**src/rtl/cts_pkg.sv**
```systemverilog
// Shared types, widths and constants of the cosh series evaluator.
`timescale 1ns / 1ps
package cts_pkg;

  // Fixed field widths
  localparam int X_W      = 46;  // signed argument
  localparam int XSQ_W    = 50;  // unsigned square of the argument
  localparam int SUM_W    = 63;  // sum, term and threshold
  localparam int KOUT_W   = 6;   // reported term index
  localparam int CFG_IDX_W = 2;

  // Multiplier: 63 x 50 bits, eight multiplier bits per step, MSB first
  localparam int PROD_W    = SUM_W + XSQ_W;
  localparam int MUL_DIG   = 8;
  localparam int MUL_B_W   = 56;
  localparam int MUL_STEPS = MUL_B_W / MUL_DIG;

  // Parameter defaults
  localparam int MAX_TERMS_DEF = 63;
  localparam int FRAC_BITS_DEF = 40;

  // Register reset values
  localparam logic [SUM_W-1:0]  EPS_RST        = 63'd10995;
  localparam logic [KOUT_W-1:0] TERM_COUNT_RST = 6'd8;

  // Configuration register indexes
  typedef enum logic [CFG_IDX_W-1:0] {
    CFG_STOP_MODE  = 2'd0,
    CFG_EPS        = 2'd1,
    CFG_TERM_COUNT = 2'd2
  } cfg_idx_e;

  typedef struct packed {
    logic              stop_mode;
    logic [SUM_W-1:0]  eps;
    logic [KOUT_W-1:0] term_count;
  } cfg_t;

  // Controller to datapath commands
  typedef struct packed {
    logic load_x;
    logic mul_step;
    logic sq_end;
    logic iter_init;
    logic div_load;
    logic div_step;
    logic acc;
    logic finish;
  } ctrl_cmd_t;

  // Datapath to controller status
  typedef struct packed {
    logic more;
  } ctrl_stat_t;

  // Number of 8-bit dividend digits after the fraction shift
  function automatic int div_digits(int frac);
    return (PROD_W - frac + MUL_DIG - 1) / MUL_DIG;
  endfunction

endpackage

```
**src/rtl/cts_cfg_regs.sv**
```systemverilog
// Configuration register file of the cosh series evaluator.
`timescale 1ns / 1ps
module cts_cfg_regs (
  input  logic                          clk_i,
  input  logic                          rst_ni,
  input  logic                          cfg_valid_i,
  output logic                          cfg_ready_o,
  input  logic [cts_pkg::CFG_IDX_W-1:0] cfg_index_i,
  input  logic [cts_pkg::SUM_W-1:0]     cfg_data_i,
  output cts_pkg::cfg_t                 cfg_o
);
  import cts_pkg::*;

  cfg_t cfg_q;

  assign cfg_ready_o = 1'b1;
  assign cfg_o       = cfg_q;

  // Write one register per beat; unknown indexes are dropped
  always_ff @(posedge clk_i or negedge rst_ni) begin
    if (!rst_ni) begin
      cfg_q.stop_mode  <= 1'b0;
      cfg_q.eps        <= EPS_RST;
      cfg_q.term_count <= TERM_COUNT_RST;
    end else if (cfg_valid_i) begin
      unique case (cfg_index_i)
        CFG_STOP_MODE:  cfg_q.stop_mode  <= cfg_data_i[0];
        CFG_EPS:        cfg_q.eps        <= cfg_data_i;
        CFG_TERM_COUNT: cfg_q.term_count <= cfg_data_i[KOUT_W-1:0];
        default: ;
      endcase
    end
  end

endmodule

```
**src/rtl/cts_datapath.sv**
```systemverilog
// Datapath: square, shared digit multiplier, digit divider, sum and flags.
`timescale 1ns / 1ps
module cts_datapath #(
  parameter int MAX_TERMS = cts_pkg::MAX_TERMS_DEF,
  parameter int FRAC_BITS = cts_pkg::FRAC_BITS_DEF
) (
  input  logic                       clk_i,
  input  logic                       rst_ni,
  input  cts_pkg::cfg_t              cfg_i,
  input  cts_pkg::ctrl_cmd_t         cmd_i,
  output cts_pkg::ctrl_stat_t        stat_o,
  input  logic [cts_pkg::X_W-1:0]    arg_x_i,
  output logic [cts_pkg::SUM_W-1:0]  series_sum_o,
  output logic [cts_pkg::SUM_W-1:0]  last_term_o,
  output logic [cts_pkg::KOUT_W-1:0] terms_used_o,
  output logic                       limit_hit_o
);
  import cts_pkg::*;

  localparam int KW     = $clog2(MAX_TERMS + 1);
  localparam int DW     = $clog2(2 * MAX_TERMS * (2 * MAX_TERMS - 1) + 1);
  localparam int DIGITS = div_digits(FRAC_BITS);
  localparam int DVD_W  = DIGITS * MUL_DIG;
  localparam int DPW    = 2 * KW + 4;

  localparam logic [SUM_W-1:0] ONE      = SUM_W'(1) << FRAC_BITS;
  localparam logic [SUM_W-1:0] SUM_MAX  = {SUM_W{1'b1}};
  localparam logic [XSQ_W-1:0] XSQ_MAX  = {XSQ_W{1'b1}};
  localparam logic [KW-1:0]    KMAX     = KW'(MAX_TERMS);

  logic [SUM_W-1:0]   a_q;
  logic [MUL_B_W-1:0] b_q;
  logic [PROD_W-1:0]  p_q;
  logic [XSQ_W-1:0]   xsq_q;
  logic [SUM_W-1:0]   term_q;
  logic [SUM_W-1:0]   sum_q;
  logic [KW-1:0]      k_q;
  logic [DW-1:0]      d_q;
  logic [DVD_W-1:0]   dvd_q;
  logic [DW-1:0]      rem_q;
  logic [DVD_W-1:0]   quo_q;
  logic               flag_q;

  logic [X_W-1:0]               mag;
  logic [SUM_W+MUL_DIG-1:0]     mul_dig;
  logic [PROD_W-1:0]            p_shift;
  logic [KW:0]                  k_next;
  logic [KW+1:0]                two_k;
  logic [DPW-1:0]               d_full;
  logic [DW:0]                  div_r;
  logic [MUL_DIG-1:0]           q_dig;
  logic [SUM_W-1:0]             term_new;
  logic                         term_sat;
  logic [SUM_W:0]               sum_new;
  logic [KW-1:0]                limit;
  logic                         clamp;
  logic                         term_ge_eps;

  // Magnitude of the signed argument; the most negative value maps to 2^45
  assign mag = arg_x_i[X_W-1] ? (~arg_x_i + 1'b1) : arg_x_i;

  // One 63 x 8 partial product per step
  assign mul_dig = (SUM_W+MUL_DIG)'(a_q) * (SUM_W+MUL_DIG)'(b_q[MUL_B_W-1 -: MUL_DIG]);
  assign p_shift = p_q >> FRAC_BITS;

  // Divisor 2k(2k-1) for the next term index
  assign k_next = {1'b0, k_q} + 1'b1;
  assign two_k  = {k_next, 1'b0};
  assign d_full = DPW'(two_k) * DPW'(two_k - 1'b1);

  // Eight restoring steps per dividend digit
  always_comb begin
    div_r = {1'b0, rem_q};
    q_dig = '0;
    for (int i = 0; i < MUL_DIG; i++) begin
      div_r = {div_r[DW-1:0], dvd_q[DVD_W-1-i]};
      if (div_r >= {1'b0, d_q}) begin
        div_r = div_r - {1'b0, d_q};
        q_dig[MUL_DIG-1-i] = 1'b1;
      end
    end
  end

  // Saturate the quotient into a term and add it to the sum
  assign term_sat = |quo_q[DVD_W-1:SUM_W];
  assign term_new = term_sat ? SUM_MAX : quo_q[SUM_W-1:0];
  assign sum_new  = {1'b0, sum_q} + {1'b0, term_new};

  // Term limit of the current mode
  assign clamp       = cfg_i.stop_mode && (int'(cfg_i.term_count) > MAX_TERMS);
  assign limit       = (cfg_i.stop_mode && !clamp) ? KW'(cfg_i.term_count) : KMAX;
  assign term_ge_eps = term_q >= cfg_i.eps;
  assign stat_o.more = (k_q < limit) && (cfg_i.stop_mode || term_ge_eps);

  // Control state of the evaluation
  always_ff @(posedge clk_i or negedge rst_ni) begin
    if (!rst_ni) begin
      k_q    <= '0;
      flag_q <= 1'b0;
    end else begin
      if (cmd_i.sq_end) begin
        k_q    <= '0;
        flag_q <= clamp;
      end
      if (cmd_i.iter_init) begin
        k_q <= k_q + 1'b1;
      end
      if (cmd_i.acc && (term_sat || sum_new[SUM_W])) begin
        flag_q <= 1'b1;
      end
      if (cmd_i.finish && !cfg_i.stop_mode && term_ge_eps) begin
        flag_q <= 1'b1;
      end
    end
  end

  // Arithmetic registers
  always_ff @(posedge clk_i) begin
    if (cmd_i.load_x) begin
      a_q <= SUM_W'(mag);
      b_q <= MUL_B_W'(mag);
      p_q <= '0;
    end
    if (cmd_i.mul_step) begin
      p_q <= {p_q[PROD_W-MUL_DIG-1:0], {MUL_DIG{1'b0}}} + PROD_W'(mul_dig);
      b_q <= b_q << MUL_DIG;
    end
    if (cmd_i.sq_end) begin
      xsq_q  <= (|p_shift[PROD_W-1:XSQ_W]) ? XSQ_MAX : p_shift[XSQ_W-1:0];
      sum_q  <= ONE;
      term_q <= ONE;
    end
    if (cmd_i.iter_init) begin
      a_q <= term_q;
      b_q <= MUL_B_W'(xsq_q);
      p_q <= '0;
      d_q <= DW'(d_full);
    end
    if (cmd_i.div_load) begin
      dvd_q <= DVD_W'(p_shift);
      rem_q <= '0;
      quo_q <= '0;
    end
    if (cmd_i.div_step) begin
      dvd_q <= dvd_q << MUL_DIG;
      rem_q <= div_r[DW-1:0];
      quo_q <= {quo_q[DVD_W-MUL_DIG-1:0], q_dig};
    end
    if (cmd_i.acc) begin
      term_q <= term_new;
      sum_q  <= sum_new[SUM_W] ? SUM_MAX : sum_new[SUM_W-1:0];
    end
  end

  assign series_sum_o = sum_q;
  assign last_term_o  = term_q;
  assign terms_used_o = KOUT_W'(k_q);
  assign limit_hit_o  = flag_q;

endmodule

```
**src/rtl/cts_ctrl.sv**
```systemverilog
// Controller: sequences square, multiply, divide and accumulate steps.
`timescale 1ns / 1ps
module cts_ctrl #(
  parameter int FRAC_BITS = cts_pkg::FRAC_BITS_DEF
) (
  input  logic                clk_i,
  input  logic                rst_ni,
  input  logic                start_i,
  output logic                busy_o,
  output logic                done_o,
  output cts_pkg::ctrl_cmd_t  cmd_o,
  input  cts_pkg::ctrl_stat_t stat_i
);
  import cts_pkg::*;

  localparam int DIGITS = div_digits(FRAC_BITS);
  localparam int CNT_N  = (DIGITS > MUL_STEPS) ? DIGITS : MUL_STEPS;
  localparam int CNT_W  = $clog2(CNT_N);
  localparam logic [CNT_W-1:0] MUL_LAST = CNT_W'(MUL_STEPS - 1);
  localparam logic [CNT_W-1:0] DIV_LAST = CNT_W'(DIGITS - 1);

  typedef enum logic [2:0] {
    ST_IDLE,
    ST_SQ_MUL,
    ST_SQ_END,
    ST_CHECK,
    ST_IT_MUL,
    ST_DIV_LD,
    ST_DIV,
    ST_ACC
  } state_e;

  state_e            state_q;
  logic [CNT_W-1:0]  cnt_q;
  logic              busy_q;
  logic              done_q;
  logic              accept;

  assign accept = start_i && !busy_q;
  assign busy_o = busy_q;
  assign done_o = done_q;

  // Decode commands from the current state
  always_comb begin
    cmd_o           = '0;
    cmd_o.load_x    = (state_q == ST_IDLE) && accept;
    cmd_o.mul_step  = (state_q == ST_SQ_MUL) || (state_q == ST_IT_MUL);
    cmd_o.sq_end    = (state_q == ST_SQ_END);
    cmd_o.iter_init = (state_q == ST_CHECK) && stat_i.more;
    cmd_o.finish    = (state_q == ST_CHECK) && !stat_i.more;
    cmd_o.div_load  = (state_q == ST_DIV_LD);
    cmd_o.div_step  = (state_q == ST_DIV);
    cmd_o.acc       = (state_q == ST_ACC);
  end

  // Advance state, step counter and handshake outputs
  always_ff @(posedge clk_i or negedge rst_ni) begin
    if (!rst_ni) begin
      state_q <= ST_IDLE;
      cnt_q   <= '0;
      busy_q  <= 1'b0;
      done_q  <= 1'b0;
    end else begin
      done_q <= 1'b0;
      unique case (state_q)
        ST_IDLE: begin
          if (accept) begin
            busy_q  <= 1'b1;
            cnt_q   <= '0;
            state_q <= ST_SQ_MUL;
          end
        end
        ST_SQ_MUL: begin
          cnt_q <= cnt_q + 1'b1;
          if (cnt_q == MUL_LAST) begin
            state_q <= ST_SQ_END;
          end
        end
        ST_SQ_END: begin
          state_q <= ST_CHECK;
        end
        ST_CHECK: begin
          cnt_q <= '0;
          if (stat_i.more) begin
            state_q <= ST_IT_MUL;
          end else begin
            busy_q  <= 1'b0;
            done_q  <= 1'b1;
            state_q <= ST_IDLE;
          end
        end
        ST_IT_MUL: begin
          cnt_q <= cnt_q + 1'b1;
          if (cnt_q == MUL_LAST) begin
            state_q <= ST_DIV_LD;
          end
        end
        ST_DIV_LD: begin
          cnt_q   <= '0;
          state_q <= ST_DIV;
        end
        ST_DIV: begin
          cnt_q <= cnt_q + 1'b1;
          if (cnt_q == DIV_LAST) begin
            state_q <= ST_ACC;
          end
        end
        ST_ACC: begin
          state_q <= ST_CHECK;
        end
        default: begin
          state_q <= ST_IDLE;
        end
      endcase
    end
  end

endmodule

```
**src/rtl/cosh_taylor_series.sv**
```systemverilog
// Top level of the Maclaurin-series cosh evaluator.
//
// Usage: raise start_i with arg_x_i (signed Q5.40) while busy_o is low; the
// argument is taken at that clock edge and busy_o rises. The result beat
// (series_sum_o, last_term_o, terms_used_o, limit_hit_o) is shown for exactly
// one cycle with done_o high; the receiver cannot stall it, so capture it then.
// busy_o is already low in the done_o cycle, so the next argument may be
// started there. Registers (stop mode, eps threshold, fixed term count) are
// written through cfg_valid_i/cfg_ready_o, cfg_ready_o is always high, and a
// write is meant only while the block is idle.
// Each term added takes a multiply on the shared 63 x 8 bit multiplier (7
// steps per product) and a divide by 2k(2k-1) on the one-digit-per-cycle
// divider, which works on D = ceil((113 - FRAC_BITS) / 8) digits (10 at 40
// fraction bits); one argument is worked on at a time.
// Reset: asynchronous and active low; the registers return to their reset
// values and the block comes up idle.
`timescale 1ns / 1ps
module cosh_taylor_series #(
  parameter int MAX_TERMS = cts_pkg::MAX_TERMS_DEF,
  parameter int FRAC_BITS = cts_pkg::FRAC_BITS_DEF
) (
  input  logic                          clk_i,
  input  logic                          rst_ni,
  input  logic                          start_i,
  output logic                          busy_o,
  input  logic [cts_pkg::X_W-1:0]       arg_x_i,
  output logic                          done_o,
  output logic [cts_pkg::SUM_W-1:0]     series_sum_o,
  output logic [cts_pkg::SUM_W-1:0]     last_term_o,
  output logic [cts_pkg::KOUT_W-1:0]    terms_used_o,
  output logic                          limit_hit_o,
  input  logic                          cfg_valid_i,
  output logic                          cfg_ready_o,
  input  logic [cts_pkg::CFG_IDX_W-1:0] cfg_index_i,
  input  logic [cts_pkg::SUM_W-1:0]     cfg_data_i
);
  import cts_pkg::*;

  cfg_t       cfg;
  ctrl_cmd_t  cmd;
  ctrl_stat_t stat;

  // Configuration registers
  cts_cfg_regs u_cfg (
    .clk_i       (clk_i),
    .rst_ni      (rst_ni),
    .cfg_valid_i (cfg_valid_i),
    .cfg_ready_o (cfg_ready_o),
    .cfg_index_i (cfg_index_i),
    .cfg_data_i  (cfg_data_i),
    .cfg_o       (cfg)
  );

  // Step sequencer
  cts_ctrl #(
    .FRAC_BITS (FRAC_BITS)
  ) u_ctrl (
    .clk_i   (clk_i),
    .rst_ni  (rst_ni),
    .start_i (start_i),
    .busy_o  (busy_o),
    .done_o  (done_o),
    .cmd_o   (cmd),
    .stat_i  (stat)
  );

  // Arithmetic
  cts_datapath #(
    .MAX_TERMS (MAX_TERMS),
    .FRAC_BITS (FRAC_BITS)
  ) u_dp (
    .clk_i        (clk_i),
    .rst_ni       (rst_ni),
    .cfg_i        (cfg),
    .cmd_i        (cmd),
    .stat_o       (stat),
    .arg_x_i      (arg_x_i),
    .series_sum_o (series_sum_o),
    .last_term_o  (last_term_o),
    .terms_used_o (terms_used_o),
    .limit_hit_o  (limit_hit_o)
  );

endmodule
```
**config.mk**
```make
export PLATFORM = sky130hd
export DESIGN_NAME = cosh_taylor_series
export DESIGN_NICKNAME = d
export VERILOG_FILES = /design/src/rtl/cts_pkg.sv /design/src/rtl/cts_cfg_regs.sv /design/src/rtl/cts_datapath.sv /design/src/rtl/cts_ctrl.sv /design/src/rtl/cosh_taylor_series.sv
export SDC_FILE = /design/constraint.sdc
export NUM_CORES = 2
export LEC_CHECK = 0
export ABC_AREA = 1
export BUFFER_PORTS_ARGS = -buffer_cell sky130_fd_sc_hd__buf_2
export CAP_MARGIN = 20
export CORE_MARGIN = 2
export CORE_UTILIZATION = 40
export CTS_CLUSTER_SIZE = 30
export DETAILED_ROUTE_END_ITERATION = 8
export PLACE_DENSITY = 0.58
export SYNTH_ARGS = -nofsm -noshare
export SYNTH_HDL_FRONTEND = slang
export SYNTH_SLANG_ARGS = --single-unit
```
**constraint.sdc**
```tcl
create_clock -name clk_i -period 16.2 [get_ports clk_i]
set_input_delay 0.81 -clock clk_i [delete_from_list [all_inputs] [get_ports clk_i]]
set_output_delay 0.81 -clock clk_i [all_outputs]
set_load 0.005 [all_outputs]
```
# Yosys cells after proc, flatten, opt, wreduce, memory -nomap -nowiden
# Cells that the tools add are included.
# word_totals
register_bits	681
latchBits	0
ramBits	0
romBits	0
inputBits	115
out_inout_bits	136
elab_cells	155
n_memories	0
# classes
n_addsub	15
mul	2
div	0
n_lt_le_gt_ge	10
eq_ne	16
n_shift	0
mux	54
n_bitwise	1
n_reduce_logical	36
# ops
op	n
2-to-1 mux 63 bit	7
2-to-1 mux 80 bit	4
2-to-1 mux 113 bit	2
2-to-1 mux 14 bit	10
greater-or-equal comparator 15 x 14 -> 1 bit	8
adder 113 x 71 -> 113 bit	1
2-to-1 mux 56 bit	2
subtractor 14 bit	8
multiplier 63 x 8 -> 71 bit	1
adder 63 x 63 -> 64 bit	1
greater-or-equal comparator 63 bit	1
2-to-1 mux 50 bit	1
adder 46 x 1 -> 46 bit, second input constant	1
2-to-1 mux 46 bit	1
NOT 46 bit	1
OR reduction 23 bit	1
one-hot mux 3 bit (7 select lines)	1
2-to-1 mux 6 bit	3
OR reduction 17 bit	1
multiplier 7 x 16 -> 13 bit	1
2-to-1 mux 1 bit	15
2-to-1 mux 3 bit	5
equality test 3 bit, second input constant	4
one-hot mux 4 bit (3 select lines)	1
other kinds (27)	53

# Logic depth before layout (Yosys ltp)
# logic_depth
ltp_word	17
mapped_depth	115

# Modules after synthesis
# From an unflattened synthesis, not the netlist that was laid out.
# unflattened
hier_cells	7852
area_unflattened_um2	61352.6
# modules_own_cells
module	instances	cells_each	area_per_inst_um2
cts_datapath	1	7460	57770.4
cts_cfg_regs	1	316	3019.1
cts_ctrl	1	76	563.0

# Worst setup path before layout
# No wires, ideal clock.
# synth_timing
path_type	register to register
from	register u_dp.d_q[2]
to	register u_dp.rem_q[11], data pin
setup_ns	0.266
arrival_ns	15.765
path_slack_ns	0.169
path_stages_with_launch	109
n_path_buf	7
path_cell_list	edfxtp_1 -> inv_1 -> fa_1 -> nand2_1 -> nand3_1 -> nand2_2 -> nand3_4 -> inv_4 -> clkbuf_1 -> or2_2 -> o21ai_0 -> inv_1 -> fa_1 -> nand3b_1 -> nand2_1 -> nand3_1 -> nand4_1 -> nand2_1 -> [... 73 more ...] -> fa_1 -> a21o_1 -> a21oi_1 -> o21ai_0 -> nand3_1 -> nand2_1 -> a21oi_1 -> o21bai_1 -> a21oi_1 -> o21bai_1 -> nand2_1 -> inv_1 -> nor2_1 -> inv_1 -> nor2_2 -> nand3_1 -> nand2_1 -> nor2_1
# synth_between
elab_chain_cells	17
elab_cells_between_ends	25
cone_classes	8 x add/sub; 8 x order compare; 9 x mux
# synth_rtl
element	line	source
start: declaration	cts_datapath.sv:38	logic [DW-1:0] d_q;
start signal: assignment	cts_datapath.sv:137	d_q <= DW'(d_full);
subtractor 14 bit / greater-or-equal comparator 15 x 14 -> 1 bit (equally long branches)	cts_datapath.sv:78, cts_datapath.sv:77	
2-to-1 mux 14 bit	cts_datapath.sv:77	if (div_r >= {1'b0, d_q}) begin
subtractor 14 bit / greater-or-equal comparator 15 x 14 -> 1 bit (equally long branches)	cts_datapath.sv:78, cts_datapath.sv:77	
2-to-1 mux 14 bit	cts_datapath.sv:77	
subtractor 14 bit / greater-or-equal comparator 15 x 14 -> 1 bit (equally long branches)	cts_datapath.sv:78, cts_datapath.sv:77	
2-to-1 mux 14 bit	cts_datapath.sv:77	
subtractor 14 bit / greater-or-equal comparator 15 x 14 -> 1 bit (equally long branches)	cts_datapath.sv:78, cts_datapath.sv:77	
2-to-1 mux 14 bit	cts_datapath.sv:77	
subtractor 14 bit / greater-or-equal comparator 15 x 14 -> 1 bit (equally long branches)	cts_datapath.sv:78, cts_datapath.sv:77	
2-to-1 mux 14 bit	cts_datapath.sv:77	
subtractor 14 bit / greater-or-equal comparator 15 x 14 -> 1 bit (equally long branches)	cts_datapath.sv:78, cts_datapath.sv:77	
2-to-1 mux 14 bit	cts_datapath.sv:77	
subtractor 14 bit / greater-or-equal comparator 15 x 14 -> 1 bit (equally long branches)	cts_datapath.sv:78, cts_datapath.sv:77	
2-to-1 mux 14 bit	cts_datapath.sv:77	
subtractor 14 bit / greater-or-equal comparator 15 x 14 -> 1 bit (equally long branches)	cts_datapath.sv:78, cts_datapath.sv:77	
2-to-1 mux 14 bit *	cts_datapath.sv:77	
2-to-1 mux 14 bit *	cts_datapath.sv:144	if (cmd_i.div_step) begin
end signal: assignment	cts_datapath.sv:146	rem_q <= div_r[DW-1:0];
end: declaration	cts_datapath.sv:40	logic [DW-1:0] rem_q;
# Mark *: on every way between the ends. The rest lies on a longest branch, timed or not.
# A chain may end at the register's enable or synchronous reset.

# Worst setup path in the final report
# layout_timing
from	register u_dp.rem_q[6]
to	register u_dp.rem_q[12], data pin
# layout_between
elab_chain_cells	17
elab_cells_between_ends	25
cone_classes	8 x add/sub; 8 x order compare; 9 x mux
# layout_rtl
element	line
subtractor 14 bit / greater-or-equal comparator 15 x 14 -> 1 bit (equally long branches)	cts_datapath.sv:78, cts_datapath.sv:77
2-to-1 mux 14 bit *	cts_datapath.sv:77
subtractor 14 bit / greater-or-equal comparator 15 x 14 -> 1 bit (equally long branches)	cts_datapath.sv:78, cts_datapath.sv:77
2-to-1 mux 14 bit *	cts_datapath.sv:77
subtractor 14 bit / greater-or-equal comparator 15 x 14 -> 1 bit (equally long branches)	cts_datapath.sv:78, cts_datapath.sv:77
2-to-1 mux 14 bit *	cts_datapath.sv:77
greater-or-equal comparator 15 x 14 -> 1 bit / subtractor 14 bit (equally long branches)	cts_datapath.sv:77, cts_datapath.sv:78
2-to-1 mux 14 bit *	cts_datapath.sv:77
subtractor 14 bit / greater-or-equal comparator 15 x 14 -> 1 bit (equally long branches)	cts_datapath.sv:78, cts_datapath.sv:77
2-to-1 mux 14 bit *	cts_datapath.sv:77
subtractor 14 bit / greater-or-equal comparator 15 x 14 -> 1 bit (equally long branches)	cts_datapath.sv:78, cts_datapath.sv:77
2-to-1 mux 14 bit *	cts_datapath.sv:77
subtractor 14 bit / greater-or-equal comparator 15 x 14 -> 1 bit (equally long branches)	cts_datapath.sv:78, cts_datapath.sv:77
2-to-1 mux 14 bit *	cts_datapath.sv:77
subtractor 14 bit / greater-or-equal comparator 15 x 14 -> 1 bit (equally long branches)	cts_datapath.sv:78, cts_datapath.sv:77
2-to-1 mux 14 bit *	cts_datapath.sv:77
2-to-1 mux 14 bit *	cts_datapath.sv:144
# Marked as above.

==> impl_metrics.toml <==
[sta]
timing.final.max_slew_violations = 0
period_share = 0.928
hold_viol_final = 0
finalSetupViolations = 0
fin_skew_ns = 0.0701
slew-limit-headroom = 0.139
hold_ws_ns = 0.0470
period_needed_ns = 15.03
tightest_slew_ns = 1.28
max_freq_mhz = 66.5

[setup_path]
timing.critical_path.mode_cell = "nand2_1"
cpMaxStageDelayCell = "edfxtp_1"
required_ns = 16.61
start_kind = "flip-flop"
path_class = "reg -> reg"
critPathMaxStageDelay_ns = 0.48
crit_fanout = 12
critPathArrivalTime_ns = 15.44
end_kind = "flip-flop"

[detailed_routing]
wl_um = 211000
drtAntennaViolNets = 0
vias_per_cell = 5.16
drt_iter0_drc = 4627
remaining_drc_errors = 0
vias = 52577
routedWlPerCell_um = 20.7
dr.pass1.iters = 6

[job]
cap_violations = 0

[global_route]
grt_antenna_before_repair = 29
grt_max_degree = 184
overflow = 0
grt_pass1_vias = 52142
grtUsageTotal = 0.275
grt_pass1_wl_um = 319000

[floorplanning]
initial_utilization = 0.401
dieArea_um2 = 153000
core_area_um2 = 149000
rows = 142
io_pins = 251
die_x_um = 391
die_h_um = 391

[synthesis]
ys_ff_latch = 681
syn_avg_cell_area_um2 = 7.85
netlist_instances = 7642
synth_area_um2 = 60000
synthFlopType = "edfxtp_1"
synth_warnings = 0
synthArstFlopShare = 0.126
synth.distinct_cells = 70
yosysSeqAreaShare = 0.313
synth-edff-count = 468

[clock_tree]
cts_sinks = 681
clkTransAtPathRegs_ns = 0.07
cts_max_path_buffers = 3
cts_tree = "built"
h-tree-depth = 3
clockRootBuffer = "clkbuf_16"
clock_latency_ns = 0.72
cts_made_buffers = 84

[outcome]
outcome = "finished, final reports clean"

[cells_and_area]
fillers = 14949
drive_above_1_share = 0.117
syn2layout_area_growth_pct = 15.3
fin_nets = 9048

[worst_hold_path]
hold_path.class = "in -> async"

[place]
portBuffers = 249
gp_congestion = 0.964
hpwl_um = 167000
[kinds of logic (layout without fill, tap and decap cells)]
group           count (synthesis)  count (layout)  share of synthesized area
xor+xnor                      200             200                     0.0292
buf+inv                      1862            2373                      0.118
simple gates                 2766            2769                      0.187
other cells                     2              23                   0.000125
compound gates               1294            1294                      0.118
flops                         681             681                      0.313
fa+ha+maj                     837             837                      0.234
[synth_stat cells (56+ instances only)]
master / number / share of area
edfxtp_1: 468 / 0.23
nand2_1: 1775 / 0.11
ha_1: 363 / 0.076
nand3_1: 181 / 0.015
inv_1: 1568 / 0.098
nor2_1: 594 / 0.037
clkbuf_2: 56 / 0.0047
xnor2_1: 69 / 0.010
nor3_1: 66 / 0.0055
fa_1: 474 / 0.16
clkbuf_1: 178 / 0.011
a31oi_1: 100 / 0.010
dfxtp_1: 127 / 0.042
a21oi_1: 523 / 0.044
o21ai_0: 483 / 0.040
xor2_1: 131 / 0.019
dfrtp_1: 76 / 0.032
[routing by layer]
layer | global-route usage | wire [um] | vias to the layer above
met2 | 0.449 | 98200 | 1683
met4 | 0.0995 | 7650 | 24
met5 | 0 | 170 | -
met3 | 0.0422 | 14100 | 310
met1 | 0.369 | 91200 | 25526
li1 | - | - | 25034
[stage by stage]
step           std cells  instance area, um2  utilization  TNS, ns  setup WS (ns)
2_1_floorplan       7652               60000            -        0          0.169
3_3_place_gp        9992               65400        0.437        0          0.230
3_5_place_dp        9994               65400        0.438        0         0.0164
4_1_cts            10150               68300        0.457        0        0.00359
5_1_grt            10191               69100        0.463   -0.476        -0.0609
6_report           10193               69100        0.463        0           1.17
[flip-flops by register name (all words and copies together), names as in the netlist, 6 cells and up]
register / cells
u_cfg.cfg_o: 70
u_dp.dvd_q: 80
u_dp.quo_q: 80
u_dp.a_q: 63
u_dp.b_q: 56
u_dp.xsq_q: 50
u_dp.last_term_o: 63
u_dp.d_q: 13
u_dp.p_q: 113
u_dp.terms_used_o: 6
u_dp.series_sum_o: 63
u_dp.rem_q: 14
[layout make-up]
| cell class | count | area (um2) | area share |
|---|---|---|---|
| diodes | 11 | 27.5 | 0.000398 |
| clock buffers | 112 | 2340 | 0.0339 |
| clock inverters | 44 | 573 | 0.00829 |
| inverters | 1593 | 6010 | 0.0869 |
| multi-input cells | 5112 | 34800 | 0.503 |
| flip-flops and latches | 681 | 18800 | 0.272 |
| well taps | 2016 | 2520 | 0.0365 |
| repair buffers | 624 | 4090 | 0.0592 |
[path summary, 6_finish.rpt]
kind	start	to	slack, ns	depth (start not counted)
max in group asynchronous	rst_ni	u_cfg.cfg_o[23]$_DFFE_PN0P_	14.92	2
min in group clk_i	cfg_data_i[13]	u_cfg.cfg_o[19]$_DFFE_PN1P_	0.34	3
max reg2reg	u_dp.rem_q[6]$_SDFFCE_PN0P_	u_dp.rem_q[12]$_SDFFCE_PN0P_	1.17	106
min reg2reg	u_cfg.cfg_o[0]$_DFFE_PN0P_	u_cfg.cfg_o[0]$_DFFE_PN0P_	0.48	2
min	rst_ni	u_cfg.cfg_o[54]$_DFFE_PN0P_	0.05	1
max	u_dp.rem_q[6]$_SDFFCE_PN0P_	u_dp.rem_q[12]$_SDFFCE_PN0P_	1.17	106
[cell usage in the layout, fill, tap and decap left out, drive strengths merged, types with 38 or more instances in the layout]
master,instances
a21oi,524
clkbuf,112
nand4,42
nand2,1784
a31oi,100
dfrtp,76
nor2,605
nand3,195
xor2,131
inv,1587
edfxtp,468
nor4,40
clkinv,38
buf,624
ha,363
xnor2,69
o21ai,495
dfxtp,127
nor3,66
fa,474
[critical path, delay by kind of cell, from the launching register on]
kind            cells  cell delay (ns)
flops               1             0.48
xor+xnor            1             0.18
simple gates       42             3.94
fa+ha+maj           8             2.43
compound gates     29             4.68
buf+inv            26             2.94
[timing repair]
item	CTS	global route
hold buffers	0	0
setup buffers	0	29
resized for setup	1	137
pin swaps	0	38
endpoints found under the setup margin	11	14
gates cloned	0	3
Power is not shown: default switching activity piles up to over one toggle a cycle in this logic, so the estimate is an artifact.
